===== src/hdl/icu_pkg.sv =====
// ----------------------------------------------------------------------------
// icu_pkg: shared constants for the integer calculator unit
// Operation codes, status codes and the default data width.
// ----------------------------------------------------------------------------
package icu_pkg;
    localparam int DATA_WIDTH_DEF = 32;
    localparam int IO_W = 32;

    localparam logic [3:0] OP_ADD  = 4'd0;
    localparam logic [3:0] OP_SUB  = 4'd1;
    localparam logic [3:0] OP_MUL  = 4'd2;
    localparam logic [3:0] OP_DIV  = 4'd3;
    localparam logic [3:0] OP_SQR  = 4'd4;
    localparam logic [3:0] OP_POW  = 4'd5;
    localparam logic [3:0] OP_PRIME = 4'd6;
    localparam logic [3:0] OP_MAX  = 4'd7;
    localparam logic [3:0] OP_MIN  = 4'd8;
    localparam logic [3:0] OP_FACT = 4'd9;
    localparam logic [3:0] OP_MOD  = 4'd10;
    localparam logic [3:0] OP_SQRT = 4'd11;

    localparam logic [1:0] ST_OK   = 2'd0;
    localparam logic [1:0] ST_DIV0 = 2'd1;
    localparam logic [1:0] ST_NEGSQ = 2'd2;
endpackage


===== src/hdl/icu_div.sv =====
// ----------------------------------------------------------------------------
// icu_div: shared unsigned divider
// Restoring division, one quotient bit per cycle.
// ----------------------------------------------------------------------------
module icu_div #(
    parameter int W = 32
) (
    input  logic i_clk,
    input  logic i_rst_n,
    input  logic i_start,
    input  logic [W-1:0] i_num,
    input  logic [W-1:0] i_den,
    output logic o_done,
    output logic [W-1:0] o_quo,
    output logic [W-1:0] o_rem
);
    localparam int CW = $clog2(W + 1);
    logic [W-1:0] r_quo, r_rem, r_den;
    logic [CW-1:0] r_cnt;
    logic r_busy, r_done;
    logic [W:0] w_try;
    logic [W:0] w_sh;

    assign w_sh  = {r_rem, r_quo[W-1]};
    assign w_try = w_sh - {1'b0, r_den};

    always_ff @(posedge i_clk) begin
        if (!i_rst_n) begin
            r_busy <= 1'b0;
            r_done <= 1'b0;
            r_cnt  <= '0;
        end else begin
            r_done <= 1'b0;
            if (i_start) begin
                r_busy <= 1'b1;
                r_cnt  <= CW'(W);
                r_quo  <= i_num;
                r_rem  <= '0;
                r_den  <= i_den;
            end else if (r_busy) begin
                if (!w_try[W]) begin
                    r_rem <= w_try[W-1:0];
                    r_quo <= {r_quo[W-2:0], 1'b1};
                end else begin
                    r_rem <= w_sh[W-1:0];
                    r_quo <= {r_quo[W-2:0], 1'b0};
                end
                r_cnt <= r_cnt - 1'b1;
                if (r_cnt == CW'(1)) begin
                    r_busy <= 1'b0;
                    r_done <= 1'b1;
                end
            end
        end
    end

    assign o_done = r_done;
    assign o_quo  = r_quo;
    assign o_rem  = r_rem;
endmodule


===== src/hdl/icu_seq.sv =====
// ----------------------------------------------------------------------------
// icu_seq: operation sequencer
// Steps each operation through its states, using one shared multiplier and the divider.
// ----------------------------------------------------------------------------
module icu_seq #(
    parameter int W = 32
) (
    input  logic i_clk,
    input  logic i_rst_n,
    input  logic i_go,
    input  logic [3:0] i_func,
    input  logic [W-1:0] i_a,
    input  logic [W-1:0] i_b,
    output logic o_busy,
    output logic o_done,
    output logic [W-1:0] o_res,
    output logic [1:0] o_st
);
    import icu_pkg::*;

    localparam logic [2:0] S_IDLE = 3'd0;
    localparam logic [2:0] S_RUN  = 3'd1;   // power / factorial / square / mul
    localparam logic [2:0] S_DIVW = 3'd2;   // waiting on divider
    localparam logic [2:0] S_SQRT = 3'd3;
    localparam logic [2:0] S_PRM  = 3'd4;   // prime: check d*d, launch trial divide
    localparam logic [2:0] S_OUT  = 3'd5;
    localparam logic [2:0] S_PRMW = 3'd6;   // prime: trial divide in flight
    localparam int SW = (W + 1) / 2;

    logic [2:0] r_state;
    logic [3:0] r_func;
    logic [W-1:0] r_a, r_acc, r_base, r_e, r_res, r_x;
    logic [W-1:0] r_root, r_bit, r_d;
    logic [1:0] r_st;
    logic r_phase, r_na, r_nb, r_done;

    logic [W-1:0] w_mx, w_my, w_prod;
    logic [2*W-1:0] w_full;
    logic w_dstart;
    logic [W-1:0] w_dnum, w_dden, w_quo, w_rem;
    logic w_ddone;
    logic [W-1:0] w_ma, w_mb, w_rb;
    logic w_lt;
    logic w_sq_gt;

    assign w_ma = i_a[W-1] ? (~i_a + 1'b1) : i_a;
    assign w_mb = i_b[W-1] ? (~i_b + 1'b1) : i_b;
    assign w_lt = $signed(i_a) < $signed(i_b);
    assign w_rb = r_root + r_bit;

    // the one shared multiplier
    assign w_full = w_mx * w_my;
    assign w_prod = w_full[W-1:0];
    assign w_sq_gt = w_full > (2*W)'(r_x);

    always_comb begin
        w_mx = r_acc;
        w_my = r_base;
        if (r_func == OP_POW && r_phase) begin
            w_mx = r_base;
        end else if (r_func == OP_FACT) begin
            w_my = r_e;
        end else if (r_state == S_PRM) begin
            w_mx = r_d;
            w_my = r_d;
        end
    end

    always_comb begin
        w_dstart = 1'b0;
        w_dnum   = r_x;
        w_dden   = r_d;
        if (i_go && (i_func == OP_DIV || i_func == OP_MOD) && i_b != '0) begin
            w_dstart = 1'b1;
            w_dnum   = w_ma;
            w_dden   = w_mb;
        end else if (r_state == S_PRM && !w_sq_gt) begin
            w_dstart = 1'b1;
        end
    end

    icu_div #(.W(W)) u_div (
        .i_clk(i_clk), .i_rst_n(i_rst_n), .i_start(w_dstart),
        .i_num(w_dnum), .i_den(w_dden), .o_done(w_ddone),
        .o_quo(w_quo), .o_rem(w_rem)
    );

    always_ff @(posedge i_clk) begin
        if (!i_rst_n) begin
            r_state <= S_IDLE;
            r_done  <= 1'b0;
        end else begin
            r_done <= 1'b0;
            case (r_state)
                S_IDLE: if (i_go) begin
                    r_func <= i_func;
                    r_a <= i_a;
                    r_na <= i_a[W-1]; r_nb <= i_b[W-1];
                    r_st <= ST_OK;
                    r_res <= '0;
                    r_phase <= 1'b0;
                    r_state <= S_OUT;
                    case (i_func)
                        OP_ADD: r_res <= i_a + i_b;
                        OP_SUB: r_res <= i_a - i_b;
                        OP_MAX: r_res <= w_lt ? i_b : i_a;
                        OP_MIN: r_res <= w_lt ? i_a : i_b;
                        OP_MUL: begin
                            r_acc <= i_a; r_base <= i_b; r_state <= S_RUN;
                        end
                        OP_SQR: begin
                            r_acc <= i_a; r_base <= i_a; r_state <= S_RUN;
                        end
                        OP_DIV, OP_MOD: begin
                            if (i_b == '0) r_st <= ST_DIV0;
                            else r_state <= S_DIVW;
                        end
                        OP_POW: begin
                            if (!i_b[W-1]) begin
                                r_acc <= W'(1); r_base <= i_a; r_e <= i_b;
                                r_state <= S_RUN;
                            end else if (i_a == '0) begin
                                r_st <= ST_DIV0;
                            end else if (i_a == W'(1)) begin
                                r_res <= W'(1);
                            end else if (i_a == '1) begin
                                r_res <= i_b[0] ? '1 : W'(1);
                            end
                        end
                        OP_FACT: begin
                            if (i_a[W-1]) r_res <= '1;
                            else begin
                                r_acc <= W'(1); r_e <= W'(2); r_state <= S_RUN;
                            end
                        end
                        OP_PRIME: begin
                            if (i_a[W-1]) r_res <= '1;
                            else if (i_a < W'(2)) r_res <= '0;
                            else begin
                                r_x <= i_a; r_d <= W'(2); r_state <= S_PRM;
                            end
                        end
                        OP_SQRT: begin
                            if (i_a[W-1]) r_st <= ST_NEGSQ;
                            else begin
                                r_x <= i_a; r_root <= '0;
                                r_bit <= W'(1) << (2 * (SW - 1));
                                r_state <= S_SQRT;
                            end
                        end
                        default: r_res <= '0;
                    endcase
                end
                S_RUN: begin
                    case (r_func)
                        OP_MUL, OP_SQR: begin
                            r_res <= w_prod; r_state <= S_OUT;
                        end
                        OP_POW: begin
                            // alternate: multiply acc, then square base
                            if (r_e == '0) begin
                                r_res <= r_acc; r_state <= S_OUT;
                            end else if (!r_phase) begin
                                if (r_e[0]) r_acc <= w_prod;
                                r_phase <= 1'b1;
                            end else begin
                                r_base <= w_prod;
                                r_e <= r_e >> 1;
                                r_phase <= 1'b0;
                            end
                        end
                        default: begin
                            if (r_e > r_a || r_acc == '0) begin
                                r_res <= r_acc; r_state <= S_OUT;
                            end else begin
                                r_acc <= w_prod;
                                r_e <= r_e + 1'b1;
                            end
                        end
                    endcase
                end
                S_DIVW: if (w_ddone) begin
                    if (r_func == OP_DIV)
                        r_res <= (r_na != r_nb) ? (~w_quo + 1'b1) : w_quo;
                    else
                        r_res <= r_na ? (~w_rem + 1'b1) : w_rem;
                    r_state <= S_OUT;
                end
                S_SQRT: begin
                    if (r_bit == '0) begin
                        r_res <= r_root; r_state <= S_OUT;
                    end else begin
                        if (r_x >= w_rb) begin
                            r_x <= r_x - w_rb;
                            r_root <= (r_root >> 1) + r_bit;
                        end else begin
                            r_root <= r_root >> 1;
                        end
                        r_bit <= r_bit >> 2;
                    end
                end
                S_PRM: begin
                    // d*d past n means no divisor left; otherwise n / d is launched
                    if (w_sq_gt) begin
                        r_res <= W'(1); r_state <= S_OUT;
                    end else begin
                        r_state <= S_PRMW;
                    end
                end
                S_PRMW: if (w_ddone) begin
                    if (w_rem == '0) begin
                        r_res <= '0; r_state <= S_OUT;
                    end else begin
                        r_d <= r_d + 1'b1;
                        r_state <= S_PRM;
                    end
                end
                S_OUT: begin
                    r_done <= 1'b1;
                    r_state <= S_IDLE;
                end
                default: r_state <= S_IDLE;
            endcase
        end
    end

    assign o_busy = (r_state != S_IDLE) || r_done;
    assign o_done = r_done;
    assign o_res  = r_res;
    assign o_st   = r_st;
endmodule


===== src/hdl/integer_calculator_unit.sv =====
// ----------------------------------------------------------------------------
// integer_calculator_unit: iterative 32-bit signed integer calculator
// Add/sub/max/min are settled on acceptance; mul/square use the multiplier once,
// div/mod wait for the divider, power multiplies and squares per exponent bit, sqrt
// runs bit by bit, factorial stops at a or once the product wraps to 0, and prime
// tries each divisor up to sqrt(n); zero divisor and other early outs go straight out.
// One item at a time: busy holds through the result beat, so a new start waits for it.
// Synchronous reset idles the sequencer; the strobed result cannot be stalled.
// ----------------------------------------------------------------------------
module integer_calculator_unit #(
    parameter int DATA_WIDTH = icu_pkg::DATA_WIDTH_DEF
) (
    input  logic i_clk,
    input  logic i_rst_n,
    input  logic start,
    output logic busy,
    input  logic [3:0] i_func,
    input  logic signed [icu_pkg::IO_W-1:0] i_operand_a,
    input  logic signed [icu_pkg::IO_W-1:0] i_operand_b,
    output logic o_valid,
    output logic signed [icu_pkg::IO_W-1:0] o_result,
    output logic [1:0] o_status
);
    import icu_pkg::*;

    logic [DATA_WIDTH-1:0] w_a, w_b, w_res;
    logic [IO_W-1:0] w_ext;
    logic [DATA_WIDTH+IO_W-1:0] w_rx;

    assign w_a = DATA_WIDTH'({{DATA_WIDTH{i_operand_a[IO_W-1]}}, i_operand_a});
    assign w_b = DATA_WIDTH'({{DATA_WIDTH{i_operand_b[IO_W-1]}}, i_operand_b});

    icu_seq #(.W(DATA_WIDTH)) u_seq (
        .i_clk(i_clk), .i_rst_n(i_rst_n), .i_go(start && !busy),
        .i_func(i_func), .i_a(w_a), .i_b(w_b),
        .o_busy(busy), .o_done(o_valid), .o_res(w_res), .o_st(o_status)
    );

    assign w_rx  = {{IO_W{w_res[DATA_WIDTH-1]}}, w_res};
    assign w_ext = w_rx[IO_W-1:0];
    assign o_result = w_ext;

    a_busy_done: assert property (@(posedge i_clk) disable iff (!i_rst_n)
        o_valid |-> busy) else $error("result strobe while idle");
    a_one_beat: assert property (@(posedge i_clk) disable iff (!i_rst_n)
        o_valid |=> !o_valid) else $error("double result beat");
    a_status: assert property (@(posedge i_clk) disable iff (!i_rst_n)
        o_valid |-> (o_status == ST_OK || o_status == ST_DIV0 ||
                     o_status == ST_NEGSQ)) else $error("bad status");
endmodule

===== config.mk =====
export PLATFORM = sky130hd
export DESIGN_NAME = integer_calculator_unit
export DESIGN_NICKNAME = d
export VERILOG_FILES = /design/src/hdl/icu_pkg.sv /design/src/hdl/icu_div.sv /design/src/hdl/icu_seq.sv /design/src/hdl/integer_calculator_unit.sv
export SDC_FILE = /design/constraint.sdc
export NUM_CORES = 2
export LEC_CHECK = 0
export BUFFER_PORTS_ARGS = -buffer_cell sky130_fd_sc_hd__buf_2
export CAP_MARGIN = 10
export CORE_MARGIN = 2
export CORE_UTILIZATION = 25
export DETAILED_ROUTE_END_ITERATION = 10
export PLACE_DENSITY_LB_ADDON = 0.25
export SLEW_MARGIN = 5
export SYNTH_ARGS = -nofsm -noshare
export SYNTH_HDL_FRONTEND = slang
export SYNTH_SLANG_ARGS = --single-unit

===== constraint.sdc =====
create_clock -name i_clk -period 28.8 [get_ports i_clk]
set_input_delay 2.88 -clock i_clk [delete_from_list [all_inputs] [get_ports i_clk]]
set_output_delay 2.88 -clock i_clk [all_outputs]
set_load 0.01 [all_outputs]

-- Word-level counts from Yosys, hierarchy flattened
Cells that the tools add are included.
W data, S select, Z words.
- add/subtract/negate cells: 13
- $mul: 1
- order comparisons: 5
- equality and inequality tests: 59
- multiplexer cells: 125
- bitwise operators: 6
- reductions and logical operators: 43
- operators with widths (kind ; number):
    $mux W32 ; 72
    $pmux W32 S2 ; 12
    $pmux W32 S6 ; 2
    $add A32 B1 Y32 const B ; 6
    $logic_not A32 Y1 ; 6
    $pmux W32 S3 ; 2
    $not A32 Y32 ; 4
    $add A32 B32 Y32 ; 2
    $gt A64 B32 Y1 ; 1
    $mul A32 B32 Y64 ; 1
    $sub A32 B32 Y32 ; 2
    $pmux W3 S6 ; 2
    $mux W3 ; 11
    $sub A33 B32 Y33 ; 1
    $add A31 B32 Y32 ; 1
    $eq A32 B1 Y1 const B ; 1
    $eq A32 B32 Y1 const B ; 1
    $ge A32 B32 Y1 ; 1
    $gt A32 B32 Y1 ; 1
    $lt A32 B2 Y1 const B ; 1
    $lt A32 B32 Y1 ; 1
    $reduce_bool A32 Y1 ; 1
    $ne A3 B3 Y1 const B ; 10
    $eq A4 B3 Y1 const B ; 6
    other kinds (39) ; 104
- bits in registers: 405
- input bits: 71
- output and inout bits: 36
- logic and storage cells: 275

-- Logic depth before layout (Yosys ltp)
- depth in word-level cells: 12
- gate-level depth with buffers: 50

-- By module
Synthesis repeated with hierarchy kept, for this count alone.
- cell total of the unflattened synthesis: 7808
- area, all modules: 66593.9 µm²
- modules (own cells, without submodules) (module ; times used ; cells an instance ; area each (µm²) ; seq. area each (µm²)):
    icu_seq ; 1 ; 7267 ; 60581.9 ; 8488.1
    icu_div ; 1 ; 540 ; 5998.3 ; 3042.9
    integer_calculator_unit ; 1 ; 1 ; 13.8 ; 0.0

-- Worst setup path before layout
OpenSTA, ideal clock, no wires.
- path kind: register to register
- from: reg u_seq.r_func[1]
- to: reg u_seq.r_res[0] (netlist: u_seq.o_res[0]) (enable)
- library setup time: 0.502 ns
- arrival: 13.423 ns
- required time: 28.298 ns
- setup slack: 14.876 ns
- cell stages (with the launch flop): 39
- clock period less this slack: 13.924 ns
- cells stage by stage: edfxtp_1 > nand4bb_1 > clkbuf_1 > nand3_1 > clkbuf_1 > clkbuf_1 > mux2i_1 > a21oi_1 > clkbuf_1 > nand2_1 > fa_1 > inv_1 > fa_1 > inv_1 > fa_1 > inv_1 > fa_1 > fa_1 > (+3 left out) > ha_1 > clkbuf_1 > a21o_1 > o41ai_1 > o21ai_0 > xor2_1 > ha_1 > nand4_1 > nor4_1 > nor3b_1 > nand2b_1 > or3_1 > o221ai_1 > a2111oi_0 > nor4bb_1 > nand4_1 > nor2_1 > nor4_1
- word-level cells in the longest chain between the ends: 7
- RTL lines (item ; line ; RTL):
    start, declared ; icu_seq.sv:31 ; logic [3:0] r_func;
    start signal, assigned ; icu_seq.sv:96 ; r_func <= i_func;
    $eq A4 B4 Y1 / $eq A4 B3 Y1 (equally long branches) ; icu_seq.sv:61, icu_seq.sv:59, icu_seq.sv:155 ;
    $mux W32 / $logic_and A1 B1 Y1 (equally long branches) ; icu_seq.sv:61, icu_seq.sv:59 ;
    $mux W32 ; icu_seq.sv:59 ; if (r_func == OP_POW && r_phase) begin
    $mul A32 B32 Y64 ; icu_seq.sv:52 ; assign w_full = w_mx * w_my;
    $gt A64 B32 Y1 ; icu_seq.sv:54 ; assign w_sq_gt = w_full > (2*W)'(r_x);
    $ne A2 B1 Y1 (no line) ; -- ;
    $reduce_and A10 Y1 (no line) (*) ; -- ;
    end signal, assigned ; icu_seq.sv:104 ; OP_ADD: r_res <= i_a + i_b;
    end signal, assigned ; icu_seq.sv:105 ; OP_SUB: r_res <= i_a - i_b;
    end signal, assigned ; icu_seq.sv:106 ; OP_MAX: r_res <= w_lt ? i_b : i_a;
    end, declared ; icu_seq.sv:32 ; logic [W-1:0] r_a, r_acc, r_base, r_e, r_res, r_x;
Mark *: on every way between the ends. The rest lies on a longest branch, timed or not.
A chain may end at the register's enable or synchronous reset.

-- Final worst setup path
- from: reg u_seq.r_state[0]
- to: reg u_seq.u_div.r_quo[3] (netlist: u_seq.u_div.o_quo[3]) (enable)
- word-level cells in the longest chain between the ends: 12
- RTL lines (item ; line ; RTL):
    start, declared ; icu_seq.sv:30 ; logic [2:0] r_state;
    start signal, assigned ; icu_seq.sv:90 ; r_state <= S_IDLE;
    start signal, assigned ; icu_seq.sv:102 ; r_state <= S_OUT;
    start signal, assigned ; icu_seq.sv:109 ; r_acc <= i_a; r_base <= i_b; r_state <= S_RUN;
    $eq A3 B3 Y1 ; icu_seq.sv:63, icu_seq.sv:77 ;
    $mux W32 ; icu_seq.sv:63 ; end else if (r_state == S_PRM) begin
    $mux W32 ; icu_seq.sv:61 ; end else if (r_func == OP_FACT) begin
    $mux W32 ; icu_seq.sv:59 ;
    $mul A32 B32 Y64 ; icu_seq.sv:52 ;
    $gt A64 B32 Y1 ; icu_seq.sv:54 ;
    $logic_not A1 Y1 ; icu_seq.sv:77 ; end else if (r_state == S_PRM && !w_sq_gt) begin
    $logic_and A1 B1 Y1 ; icu_seq.sv:77 ;
    $mux W1 ; icu_seq.sv:77 ;
    $mux W1 (*) ; icu_seq.sv:73 ; if (i_go && (i_func == OP_DIV || i_func == OP_MOD) && i_b != '0) begin
    $reduce_bool A2 Y1 (no line) (*) ; -- ;
    $reduce_and A2 Y1 (no line) (*) ; -- ;
    end signal, assigned ; icu_div.sv:37 ; r_quo <= i_num;
    end signal, assigned ; icu_div.sv:43 ; r_quo <= {r_quo[W-2:0], 1'b1};
    end signal, assigned ; icu_div.sv:46 ; r_quo <= {r_quo[W-2:0], 1'b0};
    end, declared ; icu_div.sv:18 ; logic [W-1:0] r_quo, r_rem, r_den;
Marked as above.

==> impl_metrics.py <==
metrics = {
    "global_routing": {
        "grtUsageTotal_pct": 21.85,
        "grt_max_degree": 80,
        "grt-ovfl-total": 0,
        "grt_pass1_vias": 59490,
        "grt_pass1_wl_um": 434400,
        "antenna_found_initial": 21,
    },
    "floorplanning": {
        "die_y_um": 520.8,
        "fp.dieArea_um2": 271300,
        "rows": 189,
        "die-width_um": 520.8,
        "initial_core_util_pct": 25.17,
        "coreArea_um2": 265300,
        "num_io_pins": 107,
    },
    "sta": {
        "worst_clock_skew_ps": 28.66,
        "hold_violations": 0,
        "period_share_pct": 51.31,
        "period_needed_ps": 14780,
        "rsz0062_at_grt": "false",
        "fmax_ghz": 0.06767,
        "tns_ps": 0,
        "maxSlewViolCount": 0,
        "max-slew-margin-rel_pct": 21.15,
        "worst_slew_pin_slew_ps": 1176,
        "setup_viol_count_final": 0,
        "hold_ws_ps": 535.6,
    },
    "worst_setup_path": {
        "required_ps": 29080,
        "cp_common_cell": "fa_1",
        "cp-start-kind": "register",
        "cp.arrival_ps": 15050,
        "cpPeakStageDelay_ps": 870,
        "cp.buffers_inverters": 7,
        "crit_family": "adder cells",
        "end_kind": "register",
        "crit_slowest_cell": "a21o_1",
        "critPathMaxFanout": 64,
        "path_class": "reg2reg",
    },
    "logic_synthesis": {
        "netlist.area_leader.share_pct": 26.98,
        "synth_seq_cells": 388,
        "synthArstFlopShare_pct": 0,
        "ys.flop_type": "edfxtp_1",
        "synth-warning-count": 0,
        "seq_area_frac_synth_pct": 17.27,
        "synth_edf_count": 376,
        "syn_area_um2": 66780,
        "ys_types": 91,
        "synth_area_leaders": "fa_1 (27%), edfxtp_1 (17%), ha_1 (9.3%), inv_1 (6.3%), nand2_1 (6.0%)",
        "yosysTopAreaCell": "fa_1",
        "synth_cells": 7875,
        "syn_nets": 9345,
        "synth_area_per_cell_um2": 8.480,
    },
    "route": {
        "dr.pass1.iters": 8,
        "drcViolationCount": 0,
        "drt_iter0_drc": 6927,
        "drt_wl_total_um": 302700,
        "wl_per_cell_um": 26.70,
        "via_per_inst": 5.290,
        "via_count": 59980,
        "ant_nets": 0,
    },
    "finish": {
        "num-nets-final": 9229,
        "fin_cells": 11340,
        "syn_to_final_growth_pct": 9.848,
        "drive_gt1_share_pct": 6.051,
        "stdcell_area_um2": 73350,
    },
    "placement": {
        "numPortBuffers": 106,
        "place_area_um2": 71580,
        "globalplace.congestion": 0.9442,
        "place_inst": 11240,
        "hpwl_um": 234900,
    },
    "run": {
        "cap_violations": 0,
    },
    "clocking": {
        "h-tree-depth": 2,
        "clk_latency_ps": 680,
        "numCtsBuffers": 52,
        "cts_hold_buf": 0,
        "cts.sinks": 388,
        "postCtsSetupBuffers": 0,
        "cts_max_path_buffers": 3,
        "cts_root_buf": "clkbuf_16",
        "cts_tree": "yes",
        "post_cts_resized": 0,
        "clk_pin_slew_worst_paths_ps": 70,
    },
    "status": {
        "status": "finished, final reports clean",
    },
    "hold_path": {
        "hp-class": "reg2reg",
    },
}
kinds of logic after synthesis:
family | share of synthesized area [%]
compound gates | 14.66
xor+xnor | 4.210
fa+ha+maj | 36.33
buf+inv | 8.969
flops | 17.27
mux | 1.904
simple gates | 16.66
cells in the final DEF (no fill, tap or decap), types with 78 or more instances in the layout:
cell type  synthesis  final
a21o_1           125    125
buf_4              0    164
a21oi_1          369    345
nor4_1            83     80
nand4_1           78     78
buf_2             21    106
nor2_1           871    865
nand2_1         1070   1068
o21ai_0          373    360
xnor2_1          179    178
nand3_1           82     80
mux2i_1          118    118
inv_1           1124   1124
fa_1             900    900
xor2_1           142    141
edfxtp_1         376    376
ha_1             499    499
registers in the layout (all words and copies together), names as in the netlist, 16 cells and up:
signal	flops
u_seq.r_a	31
u_seq.r_x	32
u_seq.r_root	32
u_seq.r_bit	16
u_seq.r_acc	32
u_seq.u_div.r_den	32
u_seq.u_div.o_quo	32
u_seq.o_res	32
u_seq.u_div.o_rem	32
u_seq.r_d	32
u_seq.r_e	32
u_seq.r_base	32
stage by stage:
step	utilization, %	worst slack (ps)
5_1_grt	27.64	13430
3_3_place_gp	26.97	14350
2_1_floorplan	-	14880
4_1_cts	27.64	14140
3_5_place_dp	26.98	14260
6_report	27.65	14020
area by class of cell:
class / instances / area (um2)
fillers: 28630 / 192000
multi-input cells: 5919 / 49640
flip-flops and latches: 388 / 11530
well taps: 3533 / 4420
inverters: 1127 / 4230
repair buffers: 271 / 1773
clock buffers: 63 / 1405
clock inverters: 33 / 341.6
diodes: 4 / 10.01
layer usage:
metal  wire (um)  vias up  global-route usage, %
met5         147        -                      0
met4       16930       22                  10.24
met3       22570      610                  3.274
met2      132600     2811                  33.85
met1      130500    30640                  29.85
li1            -    25900                      -
synth_stat cells (all sizes together) (59+ instances only):
cell type,count
mux2i,118
nor3,77
nor4,84
ha,499
and3,59
xor2,142
nand4,78
a21oi,369
clkbuf,369
buf,72
xnor2,179
edfxtp,376
nand3,82
o21a,74
nand2,1070
a21o,125
fa,900
a211oi,62
o21ai,392
inv,1125
nor2,882
final timing paths:
check	endpoint	cells past startpoint	slack [ps]	start
worst max-delay path	u_seq.u_div.o_quo[3]	39	14020	u_seq.r_state[0]
worst min-delay path	u_seq.u_div.r_cnt[1]	2	540	u_seq.u_div.r_cnt[1]
worst max register to register	u_seq.u_div.o_quo[3]	39	14020	u_seq.r_state[0]
worst min register to register	u_seq.u_div.r_cnt[1]	2	540	u_seq.u_div.r_cnt[1]
tightest hold or removal path: stages (launching register included):
cell and delay, ps:
dfxtp_1 320, nor2_1 120, a2111oi_2 50
Power is left out: the tool's default activity adds up to more than one toggle a clock period on the data nets, which glitch-free logic cannot reach.
